<file path="src/design/kcf_pkg.sv">
// Shared types and constants for the Krauss car-following acceleration block.
package kcf_pkg;

  // Pipeline and queue sizing
  localparam int SQ_STAGES  = 31;   // one root bit per stage, 62-bit radicand
  localparam int DIV_STAGES = 26;   // one quotient bit per stage, 26-bit dividend
  localparam int Q_DEPTH    = 8;
  localparam int Q_AW       = $clog2(Q_DEPTH);
  localparam int Q_BUSY_LVL = 4;    // leaves room for words still in the front stages

  // Configuration register indexes
  localparam logic [2:0] CFG_DESIRED = 3'd0;
  localparam logic [2:0] CFG_LIMIT   = 3'd1;
  localparam logic [2:0] CFG_ACCEL   = 3'd2;
  localparam logic [2:0] CFG_DECEL   = 3'd3;
  localparam logic [2:0] CFG_MIN_GAP = 3'd4;
  localparam logic [2:0] CFG_EPS     = 3'd5;
  localparam logic [2:0] CFG_STEP    = 3'd6;

  // Reset values
  localparam logic [15:0] RST_DESIRED = 16'd8533;
  localparam logic [15:0] RST_LIMIT   = 16'd65535;
  localparam logic [11:0] RST_ACCEL   = 12'd512;
  localparam logic [11:0] RST_DECEL   = 12'd1152;
  localparam logic [15:0] RST_MIN_GAP = 16'd640;
  localparam logic [15:0] RST_EPS     = 16'd32768;
  localparam logic [15:0] RST_STEP    = 16'd1024;

  // Query kinds
  localparam logic [1:0] KIND_LEADER = 2'd0;
  localparam logic [1:0] KIND_STOP   = 2'd1;
  localparam logic [1:0] KIND_FREE   = 2'd2;

  // Output saturation
  localparam logic [25:0] ACC_POS_LIM = 26'd1048575;
  localparam logic [25:0] ACC_NEG_LIM = 26'd1048576;
  localparam logic [20:0] ACC_MAX     = 21'h0FFFFF;
  localparam logic [20:0] ACC_MIN     = 21'h100000;

  localparam logic [16:0] ONE_Q16 = 17'd65536;

  // Live configuration, step time already forced nonzero
  typedef struct packed {
    logic [15:0] desired;
    logic [15:0] limit;
    logic [11:0] accel;
    logic [11:0] decel;
    logic [15:0] min_gap;
    logic [15:0] eps;
    logic [15:0] t;
  } cfg_t;

  // Word handed from front to back through the queue
  typedef struct packed {
    logic        lead;    // safe-speed term applies
    logic [61:0] rad;     // bT^2 + vl^2 + 2*b*gap*2^16
    logic [25:0] bt;
    logic [23:0] vup0;    // min(v+aT, min(desired, limit)), 2^-16 m/s
    logic [23:0] vdown;
    logic [23:0] v;
    logic [15:0] r;
  } qitem_t;

endpackage

</file>
<file path="src/design/kcf_queue.sv">
// Short queue between front and back; the back drains one word per cycle.
module kcf_queue import kcf_pkg::*; (
  input  logic   clk,
  input  logic   rst_n,
  input  logic   push,
  input  qitem_t wr_item,
  output logic   rd_valid,
  output qitem_t rd_item,
  output logic   busy
);

  qitem_t         mem_r [Q_DEPTH];
  logic [Q_AW-1:0] wr_ptr_r, rd_ptr_r;
  logic [Q_AW:0]   cnt_r, cnt_nxt;
  logic            pop;

  assign pop      = (cnt_r != '0);
  assign rd_valid = pop;
  assign rd_item  = mem_r[rd_ptr_r];
  assign busy     = (cnt_r >= (Q_AW+1)'(Q_BUSY_LVL));

  always_comb begin
    cnt_nxt = cnt_r + (Q_AW+1)'(push) - (Q_AW+1)'(pop);
  end

  // Pointers and fill count
  always_ff @(posedge clk) begin
    if (!rst_n) begin
      wr_ptr_r <= '0;
      rd_ptr_r <= '0;
      cnt_r    <= '0;
    end else begin
      if (push) wr_ptr_r <= wr_ptr_r + 1'b1;
      if (pop)  rd_ptr_r <= rd_ptr_r + 1'b1;
      cnt_r <= cnt_nxt;
    end
  end

  // Storage
  always_ff @(posedge clk) begin
    if (push) mem_r[wr_ptr_r] <= wr_item;
  end

endmodule

</file>
<file path="config.mk">
export PLATFORM = sky130hd
export DESIGN_NAME = kcf_queue
export DESIGN_NICKNAME = d
export VERILOG_FILES = /design/src/design/kcf_pkg.sv /design/src/design/kcf_queue.sv
export SDC_FILE = /design/constraint.sdc
export NUM_CORES = 1
export LEC_CHECK = 0
export BUFFER_PORTS_ARGS = -buffer_cell sky130_fd_sc_hd__buf_2
export CAP_MARGIN = 20
export CORE_MARGIN = 2
export CORE_UTILIZATION = 55
export CTS_CLUSTER_DIAMETER = 150
export DETAILED_ROUTE_END_ITERATION = 10
export GPL_ROUTABILITY_DRIVEN = 0
export HOLD_SLACK_MARGIN = 0.1
export PLACE_DENSITY = 0.81
export RECOVER_POWER = 100
export SKIP_CTS_REPAIR_TIMING = 1
export SYNTH_ARGS = -nofsm -noshare
export SYNTH_HDL_FRONTEND = slang
export SYNTH_SLANG_ARGS = --single-unit
</file>
<file path="constraint.sdc">
create_clock -name clk -period 20.2 [get_ports clk]
set_input_delay 5.05 -clock clk [delete_from_list [all_inputs] [get_ports clk]]
set_output_delay 5.05 -clock clk [all_outputs]
set_load 0.1 [all_outputs]
</file>
; ---- Word level (Yosys, flattened, before mapping)
; Memories as Yosys holds them, arrays and structs flattened. A register that Yosys moved wholly into a read port is not among the register bits.
; Index checks and enable logic that the tools add are counted.
[word_totals]
n_memories = 1
ff_bits = 10
output_inout_bits = 179
word_cells = 14
ramBits = 1416
[classes]
n_mux = 4
n_lt_le_gt_ge = 1
reduce_logical = 1
n_addsub = 4
[mem_list]
columns = memory, depth, width, rd, rd_clocked_by_memory_dff, write_ports, line
row1 = mem_r, 8, 177, 1, 1, 1, kcf_queue.sv:12  ; qitem_t mem_r [Q_DEPTH];
[op_table]
columns = cell, n
row1 = "3-bit by 1-bit adder with 3-bit output, second input constant", 2
row2 = 3-bit 2-to-1 mux, 2
row3 = 4-bit by 1-bit adder with 4-bit output, 1
row4 = "4-bit by 3-bit >= comparator with 1-bit output, second input constant", 1
row5 = 4-bit nonzero test, 1
row6 = 4-bit by 1-bit subtractor with 4-bit output, 1
row7 = 1-bit 2-to-1 mux, 2

; ---- Logic depth before layout (Yosys ltp)
[logic_depth]
ltp_word = 3
depth_mapped = 11
mapped_depth_nobuf = 11

; ---- Worst setup path before layout
; Ideal clock, no wire load.
[synth_path]
path_kind = in2reg
start = in push
end = mem mem_r[0][0] (netlist name) (enable)
path_slack_ns = 2.202
arrival_time_ns = 17.067
setup_time_ns = 0.931
path_stages = 2
path_buffers = 0
path_cell_list = nand2b_1 -> nor3_1
[synth_between]
elab_chain_len = 2
[synth_lines]
columns = element, line
row1 = start: declaration, kcf_queue.sv:5  ; input logic push,
row2 = 1-bit 2-to-1 mux, kcf_queue.sv:41  ; if (push) mem_r[wr_ptr_r] <= wr_item;
row3 = 1-bit 2-to-1 mux (implied by the code), kcf_queue.sv:41
row4 = end: declaration, kcf_queue.sv:12
; Every way passes these cells.

==> metrics.txt <==
synthesized area per cell 25.34 sq um; CTS max path bufs 3; Top Metal Used met5; Die H 316.2 microns; Die ar. 99,990 sq um; Post-Syn Nets 2,304; Die X 316.2 microns; CTS clock-pin slew for the worst setup and hold paths 60 ps; final core utilization 0.6287; initial antenna violation count 29; post-route minimum period 13,750 ps; Psw 3.234 mW; top cell type's share of synthesized area 0.7932; Clock power frac 0.285; fill cell total of the finished layout 6,269; peak supply drop 0.1993 mV; initial cell density of the core 0.5543; synth cell count leaders edfxtp_1, mux4_2, mux2_2; power share of the sequential group 0.391; DRC violations left 0; drt pass-1 iters 7; Data required, critical path 15,150 ps; # H-tree levels 4; leak pwr 18.36 nW; crit end category output pin; largest net degree at the start of global routing 169; most frequent cell after synthesis edfxtp_1; WP data arrival 8700 ps; Area Growth Syn to Fin 13.42%; CTS sink cnt 1,429; WL/cell 27.70 microns; P_int 5.514 mW; crit path kind flop to output pin; IO buf count 358; hpwl dp 58.47 mm; Nets 2,743; status finished, violations left; final instance area 60,800 sq um; initial drt markers 2,305; crit-path max FO 100; Yosys cell types 26; # Max-Cap Violations 31; Overall Global Routing Usage 0.2210; largest cells by area after synthesis edfxtp_1, mux4_2, mux2_2; CTS Root Cell clkbuf_16; Area after DPL 56,940 sq um; worst rel slew slack -4.554; Fmax 72.73 MHz; Comb pwr share 0.324; I/O Pins 359; Synth Flop Type edfxtp_1; final hold violations 0; PD cells 143.9 nW/um^2; layout cells sized above 1 0.2768; Pins Over Slew Limit 1,571; cell count after synthesis 2,116; Syn. warnings 0; Routed Antenna Nets 0; DR vias 23,970; TNS Setup 0 ps; failing checks capacitance limit, slew limit; metal2 WL 55.97 mm; Seq cells post-synth 1,429; length of routed met3 wiring 8.803 mm; RSZ-0062 raised after global routing no; vias per cell 6.055; CTS tree yes; Final setup violation count 0; clock buffer count from CTS 140; Post-synth ARST share 0; Min-Delay Path Class flop to flop; WL final 109.7 mm; first-pass GRT wire length 160.5 mm; Synth Cell Area 53,610 sq um; Metal-1 WL 41.82 mm; Seq/Total Area, Yosys 0.7980; Post-synth EDFFs 1,416; Core Area 96,710 sq um; Rows 114; post-synth top area cell edfxtp_1; Sw Share 0.3697; Overflow after GRT 0; vias in the first global route 25,520; Hold Slack 507.4 ps; startpoint types flop; Setup Skew 18.82 ps; Tcrit/Tclk final 0.6807; worst slew pin tran 8332 ps; Clk Latency, worst-skew pair 740 ps
## placed cells by master, fill, tap and decap left out, types with 2 or more instances in the layout
master      synthesis  final
clkinv_2            0     15
nand2b_1            4      4
buf_12              0      3
bufinv_16           0     10
dfxtp_1            13     11
nor3_1              2      2
inv_6               0      7
inv_1              10     10
mux4_2            354    354
buf_4               0      5
nand2_1             4      4
clkbuf_8            0      2
clkinv_8            0      2
buf_2              39      8
dfxtp_4             0      2
edfxtp_1         1416   1416
ha_1                7      7
xnor2_1             3      3
diode_2             0     17
and2_0              0      3
inv_16              0      4
and2_1              6      3
mux2i_1             3      3
nor2b_1             3      3
mux2_2            177    177
clkinv_4            0      2
nor2_1              6      6
clkbuf_16           0    143
clkinv_1            0     35
clkbuf_1           50    410
clkinvlp_4          0      3
## state kept, by name (all words and copies together) (netlist names), named ones only
name,cells
wr_ptr_r,3
mem_r,1416
rd_ptr_r,3
cnt_r,4
## power groups by stage
stage                     clock network [mW]  registers [mW]  logic, mW
final                                   2.50            3.42       2.83
after detailed placement                   0            3.48       2.88
after floorplan                            0            3.45       2.45
after global placement                     0            3.47       2.84
after global routing                    2.65            3.43       2.94
after CTS                               2.54            3.41       2.90
## final timing paths
path	start	end	slack, ps	cells past startpoint
setup / recovery	flop	rd_item[121]	6450	6
setup reg to reg	wr_ptr_r[2]$_SDFFE_PN0P_	mem_r[2][32]$_DFFE_PP_	11260	4
hold reg to reg	rd_ptr_r[2]$_SDFFE_PN0N_	flop	510	2
hold / removal	rd_ptr_r[2]$_SDFFE_PN0N_	flop	510	2
## routing by layer
metal  track usage  vias up
met5             0        -
met4       0.07494       28
met3       0.05729      201
met2        0.3672      974
met1        0.2876    12760
li1              -    10000
## critical path, cell delays in order, from the launching register on
cell	delay (ps)
dfxtp_1	2020
buf_12	580
clkbuf_1	520
clkbuf_1	2710
mux4_2	660
mux2_2	180
clkbuf_1	930
## area by class of cell
class	instances	area [sq um]	area share
inverter	10	37.54	0.0006173
multi-input combinational	577	10310	0.1695
clock inverter	78	720.7	0.01185
antenna	17	42.54	0.0006997
sequential	1429	42790	0.7037
clock buffer	175	3719	0.06116
timing repair buffer	397	1592	0.02618
tap	1276	1597	0.02626
## cells by family (layout without fill, tap and decap cells)
family	Yosys count	in the layout	synth area share
flops	1429	1429	0.7980
mux	534	534	0.1865
buf+inv	110	660	0.009733
simple gates	27	27	0.002661
fa+ha+maj	8	8	0.002007
compound gates	4	4	0.0004667
xor+xnor	4	4	0.0006536
other cells	0	17	0
## metrics by stage
stage | setup WS (ps) | power [mW] | instances
2_1_floorplan | 2202 | 5.894 | 2116
3_3_place_gp | 10690 | 6.310 | 3685
3_5_place_dp | 10590 | 6.354 | 3687
4_1_cts | 9765 | 8.852 | 3940
5_1_grt | 5327 | 9.014 | 3948
6_report | 6451 | 8.749 | 3959
Power figures use the tool's default switching activity.
