File: config.mk
export PLATFORM = sky130hd
export DESIGN_NAME = kcf_front
export DESIGN_NICKNAME = d
export VERILOG_FILES = /design/src/design/kcf_pkg.sv /design/src/design/kcf_front.sv
export SDC_FILE = /design/constraint.sdc
export NUM_CORES = 2
export LEC_CHECK = 0
export ABC_AREA = 1
export BUFFER_PORTS_ARGS = -buffer_cell sky130_fd_sc_hd__buf_2
export CORE_MARGIN = 4
export CORE_UTILIZATION = 40
export DETAILED_ROUTE_END_ITERATION = 8
export PLACE_DENSITY = 0.58
export SKIP_LAST_GASP = 1
export SYNTH_ARGS = -nofsm -noshare
export SYNTH_HDL_FRONTEND = slang
export SYNTH_SLANG_ARGS = --single-unit
File: constraint.sdc
create_clock -name clk -period 9.25 [get_ports clk]
set_input_delay 0.925 -clock clk [delete_from_list [all_inputs] [get_ports clk]]
set_output_delay 0.925 -clock clk [all_outputs]
set_load 0.01 [all_outputs]
File: src/design/kcf_pkg.sv
// Shared types and constants for the Krauss car-following acceleration block.
package kcf_pkg;

  // Pipeline and queue sizing
  localparam int SQ_STAGES  = 31;   // one root bit per stage, 62-bit radicand
  localparam int DIV_STAGES = 26;   // one quotient bit per stage, 26-bit dividend
  localparam int Q_DEPTH    = 8;
  localparam int Q_AW       = $clog2(Q_DEPTH);
  localparam int Q_BUSY_LVL = 4;    // leaves room for words still in the front stages

  // Configuration register indexes
  localparam logic [2:0] CFG_DESIRED = 3'd0;
  localparam logic [2:0] CFG_LIMIT   = 3'd1;
  localparam logic [2:0] CFG_ACCEL   = 3'd2;
  localparam logic [2:0] CFG_DECEL   = 3'd3;
  localparam logic [2:0] CFG_MIN_GAP = 3'd4;
  localparam logic [2:0] CFG_EPS     = 3'd5;
  localparam logic [2:0] CFG_STEP    = 3'd6;

  // Reset values
  localparam logic [15:0] RST_DESIRED = 16'd8533;
  localparam logic [15:0] RST_LIMIT   = 16'd65535;
  localparam logic [11:0] RST_ACCEL   = 12'd512;
  localparam logic [11:0] RST_DECEL   = 12'd1152;
  localparam logic [15:0] RST_MIN_GAP = 16'd640;
  localparam logic [15:0] RST_EPS     = 16'd32768;
  localparam logic [15:0] RST_STEP    = 16'd1024;

  // Query kinds
  localparam logic [1:0] KIND_LEADER = 2'd0;
  localparam logic [1:0] KIND_STOP   = 2'd1;
  localparam logic [1:0] KIND_FREE   = 2'd2;

  // Output saturation
  localparam logic [25:0] ACC_POS_LIM = 26'd1048575;
  localparam logic [25:0] ACC_NEG_LIM = 26'd1048576;
  localparam logic [20:0] ACC_MAX     = 21'h0FFFFF;
  localparam logic [20:0] ACC_MIN     = 21'h100000;

  localparam logic [16:0] ONE_Q16 = 17'd65536;

  // Live configuration, step time already forced nonzero
  typedef struct packed {
    logic [15:0] desired;
    logic [15:0] limit;
    logic [11:0] accel;
    logic [11:0] decel;
    logic [15:0] min_gap;
    logic [15:0] eps;
    logic [15:0] t;
  } cfg_t;

  // Word handed from front to back through the queue
  typedef struct packed {
    logic        lead;    // safe-speed term applies
    logic [61:0] rad;     // bT^2 + vl^2 + 2*b*gap*2^16
    logic [25:0] bt;
    logic [23:0] vup0;    // min(v+aT, min(desired, limit)), 2^-16 m/s
    logic [23:0] vdown;
    logic [23:0] v;
    logic [15:0] r;
  } qitem_t;

endpackage

File: src/design/kcf_front.sv
// Front end: takes queries, classifies them and forms the radicand and speed bounds.
module kcf_front import kcf_pkg::*; (
  input  logic        clk,
  input  logic        rst_n,
  input  cfg_t        cfg,
  input  logic        accept,
  input  logic [1:0]  kind,
  input  logic [31:0] front_pos,
  input  logic [15:0] speed,
  input  logic [31:0] lead_pos,
  input  logic [15:0] lead_speed,
  input  logic [15:0] rnd,
  output logic        push,
  output qitem_t      item
);

  // Stage 1: gap, bT, aT, leader speed
  logic        s1_vld_r, s1_lead_r;
  logic [23:0] s1_vl_r, s1_v_r;
  logic [31:0] s1_g_r;
  logic [25:0] s1_bt_r, s1_at_r;
  logic [15:0] s1_r_r;

  logic [27:0]        bprod, aprod;
  logic signed [33:0] gap;
  logic               is_lead;

  always_comb begin
    bprod   = cfg.decel * cfg.t;
    aprod   = cfg.accel * cfg.t;
    gap     = $signed({2'b00, lead_pos}) - $signed({2'b00, front_pos})
              - $signed({18'd0, cfg.min_gap});
    is_lead = (kind == KIND_LEADER) || (kind == KIND_STOP);
  end

  always_ff @(posedge clk) begin
    if (!rst_n) begin
      s1_vld_r <= 1'b0;
    end else begin
      s1_vld_r <= accept;
    end
    s1_lead_r <= is_lead;
    s1_vl_r   <= (kind == KIND_LEADER) ? {lead_speed, 8'd0} : 24'd0;
    s1_v_r    <= {speed, 8'd0};
    s1_g_r    <= (gap > 34'sd0) ? gap[31:0] : 32'd0;
    s1_bt_r   <= bprod[27:2];
    s1_at_r   <= aprod[27:2];
    s1_r_r    <= rnd;
  end

  // Stage 2: squares, b*gap, upper and lower speed bounds
  logic        s2_vld_r, s2_lead_r;
  logic [51:0] s2_bt2_r;
  logic [47:0] s2_vl2_r;
  logic [43:0] s2_bg_r;
  logic [25:0] s2_bt_r;
  logic [23:0] s2_vup0_r, s2_vdown_r, s2_v_r;
  logic [15:0] s2_r_r;

  logic [26:0] vsum;
  logic [15:0] cap;
  logic [23:0] capv, vup0, vdown;

  always_comb begin
    vsum  = {3'd0, s1_v_r} + {1'b0, s1_at_r};
    cap   = (cfg.desired < cfg.limit) ? cfg.desired : cfg.limit;
    capv  = {cap, 8'd0};
    vup0  = (vsum < {3'd0, capv}) ? vsum[23:0] : capv;
    vdown = ({2'b00, s1_v_r} > s1_bt_r) ? (s1_v_r - s1_bt_r[23:0]) : 24'd0;
  end

  always_ff @(posedge clk) begin
    if (!rst_n) begin
      s2_vld_r <= 1'b0;
    end else begin
      s2_vld_r <= s1_vld_r;
    end
    s2_lead_r  <= s1_lead_r;
    s2_bt2_r   <= s1_bt_r * s1_bt_r;
    s2_vl2_r   <= s1_vl_r * s1_vl_r;
    s2_bg_r    <= cfg.decel * s1_g_r;
    s2_bt_r    <= s1_bt_r;
    s2_vup0_r  <= vup0;
    s2_vdown_r <= vdown;
    s2_v_r     <= s1_v_r;
    s2_r_r     <= s1_r_r;
  end

  // Stage 3: radicand sum
  logic   s3_vld_r;
  qitem_t s3_item_r;

  always_ff @(posedge clk) begin
    if (!rst_n) begin
      s3_vld_r <= 1'b0;
    end else begin
      s3_vld_r <= s2_vld_r;
    end
    s3_item_r.lead  <= s2_lead_r;
    s3_item_r.rad   <= {10'd0, s2_bt2_r} + {14'd0, s2_vl2_r} + {1'b0, s2_bg_r, 17'd0};
    s3_item_r.bt    <= s2_bt_r;
    s3_item_r.vup0  <= s2_vup0_r;
    s3_item_r.vdown <= s2_vdown_r;
    s3_item_r.v     <= s2_v_r;
    s3_item_r.r     <= s2_r_r;
  end

  assign push = s3_vld_r;
  assign item = s3_item_r;

endmodule

== After elaboration in Yosys (flattened, before gate mapping) ==
Index checks and enable logic that the tools add are counted.

* Multiply operators: 5
* Muxes and demuxes: 2
* $lt $le $gt $ge: 4
* Reductions and logical operators: 2
* Add/subtract/negate cells: 6
* Equality and inequality tests: 1

{| class="wikitable"
|+ Operator list
! operator !! count
|-
| adder 53 x 61 -> 62 bit || 1
|-
| multiplier 12 x 16 -> 28 bit || 2
|-
| adder 52 x 48 -> 53 bit || 1
|-
| multiplier 26 x 26 -> 52 bit || 1
|-
| multiplier 24 x 24 -> 48 bit || 1
|-
| multiplier 12 x 32 -> 44 bit || 1
|-
| greater-than comparator 34 x 1 -> 1 bit, second input constant || 1
|-
| subtractor 33 x 17 -> 34 bit || 1
|-
| subtractor 32 x 32 -> 33 bit || 1
|-
| adder 24 x 26 -> 27 bit || 1
|-
| < comparator 27 x 24 -> 1 bit || 1
|-
| greater-than comparator 24 x 26 -> 1 bit || 1
|-
| 2-to-1 mux 24 bit || 1
|-
| subtractor 24 bit || 1
|-
| < comparator 16 bit || 1
|-
| 2-to-1 mux 16 bit || 1
|-
| == test 2 x 1 -> 1 bit, second input constant || 1
|-
| zero test 2 bit || 1
|-
| logical OR 1 bit || 1
|}

* Output and inout port bits: 178
* Register bits: 564

== Logic depth before layout (Yosys ltp) ==
* Depth in word-level cells: 4
* Depth in mapped cells: 32

== Worst setup path after synthesis ==
Ideal clock, no wire load.

* Path kind: register -> register
* From: register s1_bt_r[7]
* To: register s2_bt2_r[43]
* Path buffers: 2
* Setup time: 0.119 ns
* Arrival time: 6.439 ns
* Setup slack: 2.692 ns
* Cell stages (with the launch flop): 29
* Clock period less this slack: 6.558 ns
* Cell sequence: dfxtp_1 -> clkbuf_1 -> buf_1 -> nand2_1 -> inv_1 -> fa_1 -> fa_1 -> inv_1 -> fa_1 -> inv_1 -> fa_1 -> inv_1 -> fa_1 -> inv_1 -> fa_1 -> inv_1 -> fa_1 -> inv_1 -> ha_1 -> nand2_1 -> nor2_1 -> nand2_1 -> o21ai_0 -> a21oi_1 -> o31ai_1 -> nand3_1 -> nand2_1 -> a21oi_1 -> xnor2_1

* Cells in the longest elaborated chain, start to end: 1

{| class="wikitable"
|+ Ends and longest elaborated chain
! item !! RTL line !! RTL
|-
| from (decl) || kcf_front.sv:21 || <nowiki>logic [25:0] s1_bt_r, s1_at_r;</nowiki>
|-
| from (signal assigned) || kcf_front.sv:46 || <nowiki>s1_bt_r <= bprod[27:2];</nowiki>
|-
| multiplier 26 x 26 -> 52 bit || kcf_front.sv:79 || <nowiki>s2_bt2_r <= s1_bt_r * s1_bt_r;</nowiki>
|-
| to (signal assigned) || kcf_front.sv:79 ||
|-
| to (decl) || kcf_front.sv:53 || <nowiki>logic [51:0] s2_bt2_r;</nowiki>
|}

No other way between the ends.
A chain may end at the register's enable or synchronous reset.

== Worst setup path after layout ==
* From: register s1_bt_r[3]
* To: register s2_bt2_r[46]

The elaborated chain is that of the path after synthesis.

==> results <==
- The flow ran to the end, and the final reports show no timing, DRC or antenna violations.
- The net count of the finished layout is 11191.
- The count of buffers inserted at the top-level ports is 373.
- Entering global routing, the biggest net connects 49 pins.
- After technology mapping, the gate count stands at 8743.
- The worst register-to-register path has a depth of 24.
- The first global-routing pass estimated 308800 microns of wire.
- The worst setup path is captured at a flop.
- The data required time of the critical path is 9.89 ns.
- The cell at the slowest stage of the critical path is sky130_fd_sc_hd__dfxtp_1.
- The leading cell type by number of instances after synthesis is sky130_fd_sc_hd__inv_1.
- The post-route standard cell area excluding fillers is 78400 sq um.
- The number of max-slew violations in the final report is 0.
- The clock network latency to the later pin of the worst-skew pair is 0.71 ns.
- Pin placement for this block handled 399 I/O pins.
- Clock skew on the completed layout was measured at 0.05606 ns.
- Averaged over all synthesized cells, the footprint is 8.241 sq um.
- For this run, the number of Yosys warnings is 0.
- The portion of the post-synthesis area used by sequential elements is 14.86%.
- Traced cell by cell, the critical path runs through buf_4 > nand2_1 > fa_1 > inv_1 > fa_1 > fa_1 > inv_1 > fa_1 > inv_1 > fa_1 > fa_1 > inv_1 > fa_1 > inv_1 > ha_1 > nand2_1 > nor2_1 > inv_1 > nor2_1 > nand2_1 > o21ai_0 > nand4_1 > o21ai_0 > xor2_1.
- The area growth from synthesis to layout is 8.807%.
- The cell row count is 155.
- The number of clock sinks seen by CTS is 535.
- Summing all multi-input logic gate instances after layout gives 51430 sq um.
- The width of the die is 432.4 microns.
- The startpoint identified for the worst register-to-register timing path is s1_bt_r[3]$_DFF_P_.
- The prevailing post-synth register cell is sky130_fd_sc_hd__dfxtp_1.
- The count of endpoints failing hold in the final timing report is 0.
- STA classifies the critical path startpoint as a flop.
- The number of distinct library cells after synthesis is 53.
- The quantity of hold-fixing buffers added after cts is 0.
- Dividing the final minimum period by the clock period gives 81.57%.
- Setup repair after global routing left no endpoint under its margin.
- The clock-pin transition on the worst setup and hold timing paths is 0.07 ns.
- At the end of the flow the core is filled with cells to 43.85%.
- The minimum setup slack among reg-to-reg paths is 1.71 ns.
- The post-route worst hold slack is 0.3195 ns.
- The number of H-tree levels is 2.
- For this block, the initial DRC count from the detailed router was 2883.
- The first detailed-routing pass took 8 iterations.
- The netlist area before placement is 72060 sq um.
- The capturing instance or port of the critical path is s2_bt2_r[46]$_DFF_P_.
- The share of the synthesized area in the top cell type is 35.87%.
- The area enclosed by the die boundary is 187000 sq um.
- Detailed placement ended at an HPWL of 156200 microns.
- The worst endpoint data arrival time is 8.18 ns.
- The post-CTS setup-driven buffer insertion count is 0.
- After detailed routing, the number of vias per cell comes to 4.771.
- In the final layout, the share of cells above drive strength 1 is 6.979%.
- The launch point of the worst path is s1_bt_r[3]$_DFF_P_.
- The effective utilization at floorplan is 40.30%.
- The most frequent cell on the critical path is sky130_fd_sc_hd__fa_1.
- In this run, synthesis produced a sequential element count of 535.
- The relative max-transition margin is 21.56%.
- The number of vias in the routed layout is 54273.
- The total track usage is 20.65%.
- Setup violations remaining at the end of the flow were counted as 0.
- The critical path class is reg2reg.
- The critical register-to-register path endpoint is s2_bt2_r[46]$_DFF_P_.
- The average detailed-routed wire length per instance is 16.49 microns.
- The top fanout value on the critical path is 18.
- Yosys mapped a number of flops with a built-in enable equal to 0.
- The register cell area after layout is 10710 sq um.
- Setup total negative slack on the finished layout was measured at 0 ns.
- The routed wire length is 187600 microns.
- Of all flip-flops after synthesis, the portion carrying an async set or reset was 0%.
- The largest stage delay on the critical path is 0.78 ns.
- The leftover overflow at the end of global routing is 0.
- The total placed instance area is 76230 sq um.
- The clock tree from TritonCTS is yes.
- After filler insertion, the fill cell instance count of the layout stands at 18014.
- For the pin with the worst max-slew slack, the measured transition is 1.177 ns.
- The time the worst path needs with I/O delays and setup is 7.545 ns.
- The core region is 178800 sq um.
- From bottom edge to top edge, the die measures 432.4 microns.
- The clock passes through at most 3 buffers.
- The number of design rule violations left after detail routing is 0.
- The synthesized design spends more area on one cell type than any other, namely sky130_fd_sc_hd__fa_1.
- The post-cts sizing count is 0.
- Ranked by instance count, the synthesized netlist is headed by sky130_fd_sc_hd__inv_1 (2347), sky130_fd_sc_hd__nand2_1 (2018), sky130_fd_sc_hd__fa_1 (1291), sky130_fd_sc_hd__ha_1 (714), sky130_fd_sc_hd__dfxtp_1 (535).
- In this run the remaining antenna-violating nets after routing total 0.
- At the end of routability-driven placement, the weighted congestion stood at 0.9363.
- The number of global-route vias before repair is 58469.
- The number of clock buffers added by TritonCTS is 61.
- The class of the most critical hold timing path is reg2reg.
- Sorting the synthesized cells by area gives the leading types as sky130_fd_sc_hd__fa_1 (36%), sky130_fd_sc_hd__dfxtp_1 (15%), sky130_fd_sc_hd__ha_1 (12%).
- The buffer type at the clock tree root is sky130_fd_sc_hd__clkbuf_16.
- The initial antenna violation count is 16.
- The number of max-cap violations is 0.
- Based on the critical path, the design can be clocked at up to 132.5 MHz.
-- worst max-delay path: cells and delay by family, from the launching register on --
kind / cells / cell delay [ns]
XOR/XNOR: 1 / 0.17
adder cells (fa/ha/maj): 8 / 4.10
buffers and inverters: 7 / 0.76
flip-flops: 1 / 0.78
AO/OA/AOI/OAI: 2 / 0.78
AND/OR/NAND/NOR: 6 / 0.92
-- layout by cell type, fill, tap and decap left out, types with 51 or more instances in the layout --
| cell type | n |
|---|---|
| sky130_fd_sc_hd__o21ai_0 | 156 |
| sky130_fd_sc_hd__nand2_1 | 2018 |
| sky130_fd_sc_hd__xor2_1 | 182 |
| sky130_fd_sc_hd__nor2_1 | 305 |
| sky130_fd_sc_hd__xnor2_1 | 92 |
| sky130_fd_sc_hd__fa_1 | 1291 |
| sky130_fd_sc_hd__nand3_1 | 145 |
| sky130_fd_sc_hd__a21oi_1 | 326 |
| sky130_fd_sc_hd__buf_2 | 373 |
| sky130_fd_sc_hd__dfxtp_1 | 535 |
| sky130_fd_sc_hd__clkbuf_16 | 62 |
| sky130_fd_sc_hd__ha_1 | 714 |
| sky130_fd_sc_hd__inv_1 | 2347 |
| sky130_fd_sc_hd__buf_4 | 60 |
| sky130_fd_sc_hd__nand4_1 | 51 |
-- layout make-up --
type                       count  share of cell area, %
clock inverter                43                 0.6990
clock buffer                  68                  2.046
multi-input combinational   5583                  65.60
tap                         2355                  3.758
inverter                    2351                  11.26
sequential                   535                  13.66
antenna                        7                0.02234
timing repair buffer         433                  2.956
-- state kept, by name, summed over array words and instances (netlist names) --
| register | count |
|---|---|
| s2_bt2_r | 50 |
| s1_vld_r | 1 |
| s2_bt_r | 26 |
| push | 1 |
| item | 167 |
| s1_g_r | 32 |
| s1_lead_r | 1 |
| s2_vup0_r | 24 |
| s1_bt_r | 26 |
| s2_vl2_r | 31 |
| s2_vdown_r | 24 |
| s1_at_r | 26 |
| s2_lead_r | 1 |
| s2_r_r | 16 |
| s1_v_r | 16 |
| s2_vld_r | 1 |
| s1_r_r | 16 |
| s2_bg_r | 44 |
| s2_v_r | 16 |
| s1_vl_r | 16 |
-- how the worst min path moves through the flow --
| stage | startpoint | endpoint | slack, ns | cells past startpoint |
|---|---|---|---|---|
| floorplan | s2_r_r[0]$_DFF_P_ | item[0]$_DFF_P_ | 0.31 | 0 |
| global placement | s2_r_r[8]$_DFF_P_ | item[8]$_DFF_P_ | 0.31 | 0 |
| detailed placement | s1_r_r[0]$_DFF_P_ | s2_r_r[0]$_DFF_P_ | 0.31 | 0 |
| CTS | rnd[3] | s1_r_r[3]$_DFF_P_ | 0.28 | 1 |
| global route | speed[5] | s1_v_r[13]$_DFF_P_ | 0.31 | 1 |
| finish | s2_vup0_r[18]$_DFF_P_ | item[82]$_DFF_P_ | 0.32 | 0 |
-- metal layers --
metal	track usage (%)	wire [microns]
met5	0	79
met4	5.257	4857
met3	2.826	10130
met2	35.92	90540
met1	27.09	82020
-- cells by family after synthesis --
logic type      after synthesis  share of synthesized area [%]
xor+xnor                    274                          3.330
other cells                   1                       0.005204
buf+inv                    2633                          13.82
flops                       535                          14.86
simple gates               2662                          14.82
fa+ha+maj                  2005                          48.27
mux                           1                        0.01563
compound gates              632                          4.878
-- stage by stage --
| step | setup slack [ns] | instances |
|---|---|---|
| final | 1.705 | 11375 |
| after global routing | 1.267 | 11372 |
| after CTS | 1.698 | 11368 |
| after detailed placement | 1.672 | 11257 |
| after global placement | 1.715 | 11257 |
| after floorplan | 2.692 | 8751 |
Power is left out: the tool's default activity adds up to more than one toggle a clock period on the data nets, which glitch-free logic cannot reach.
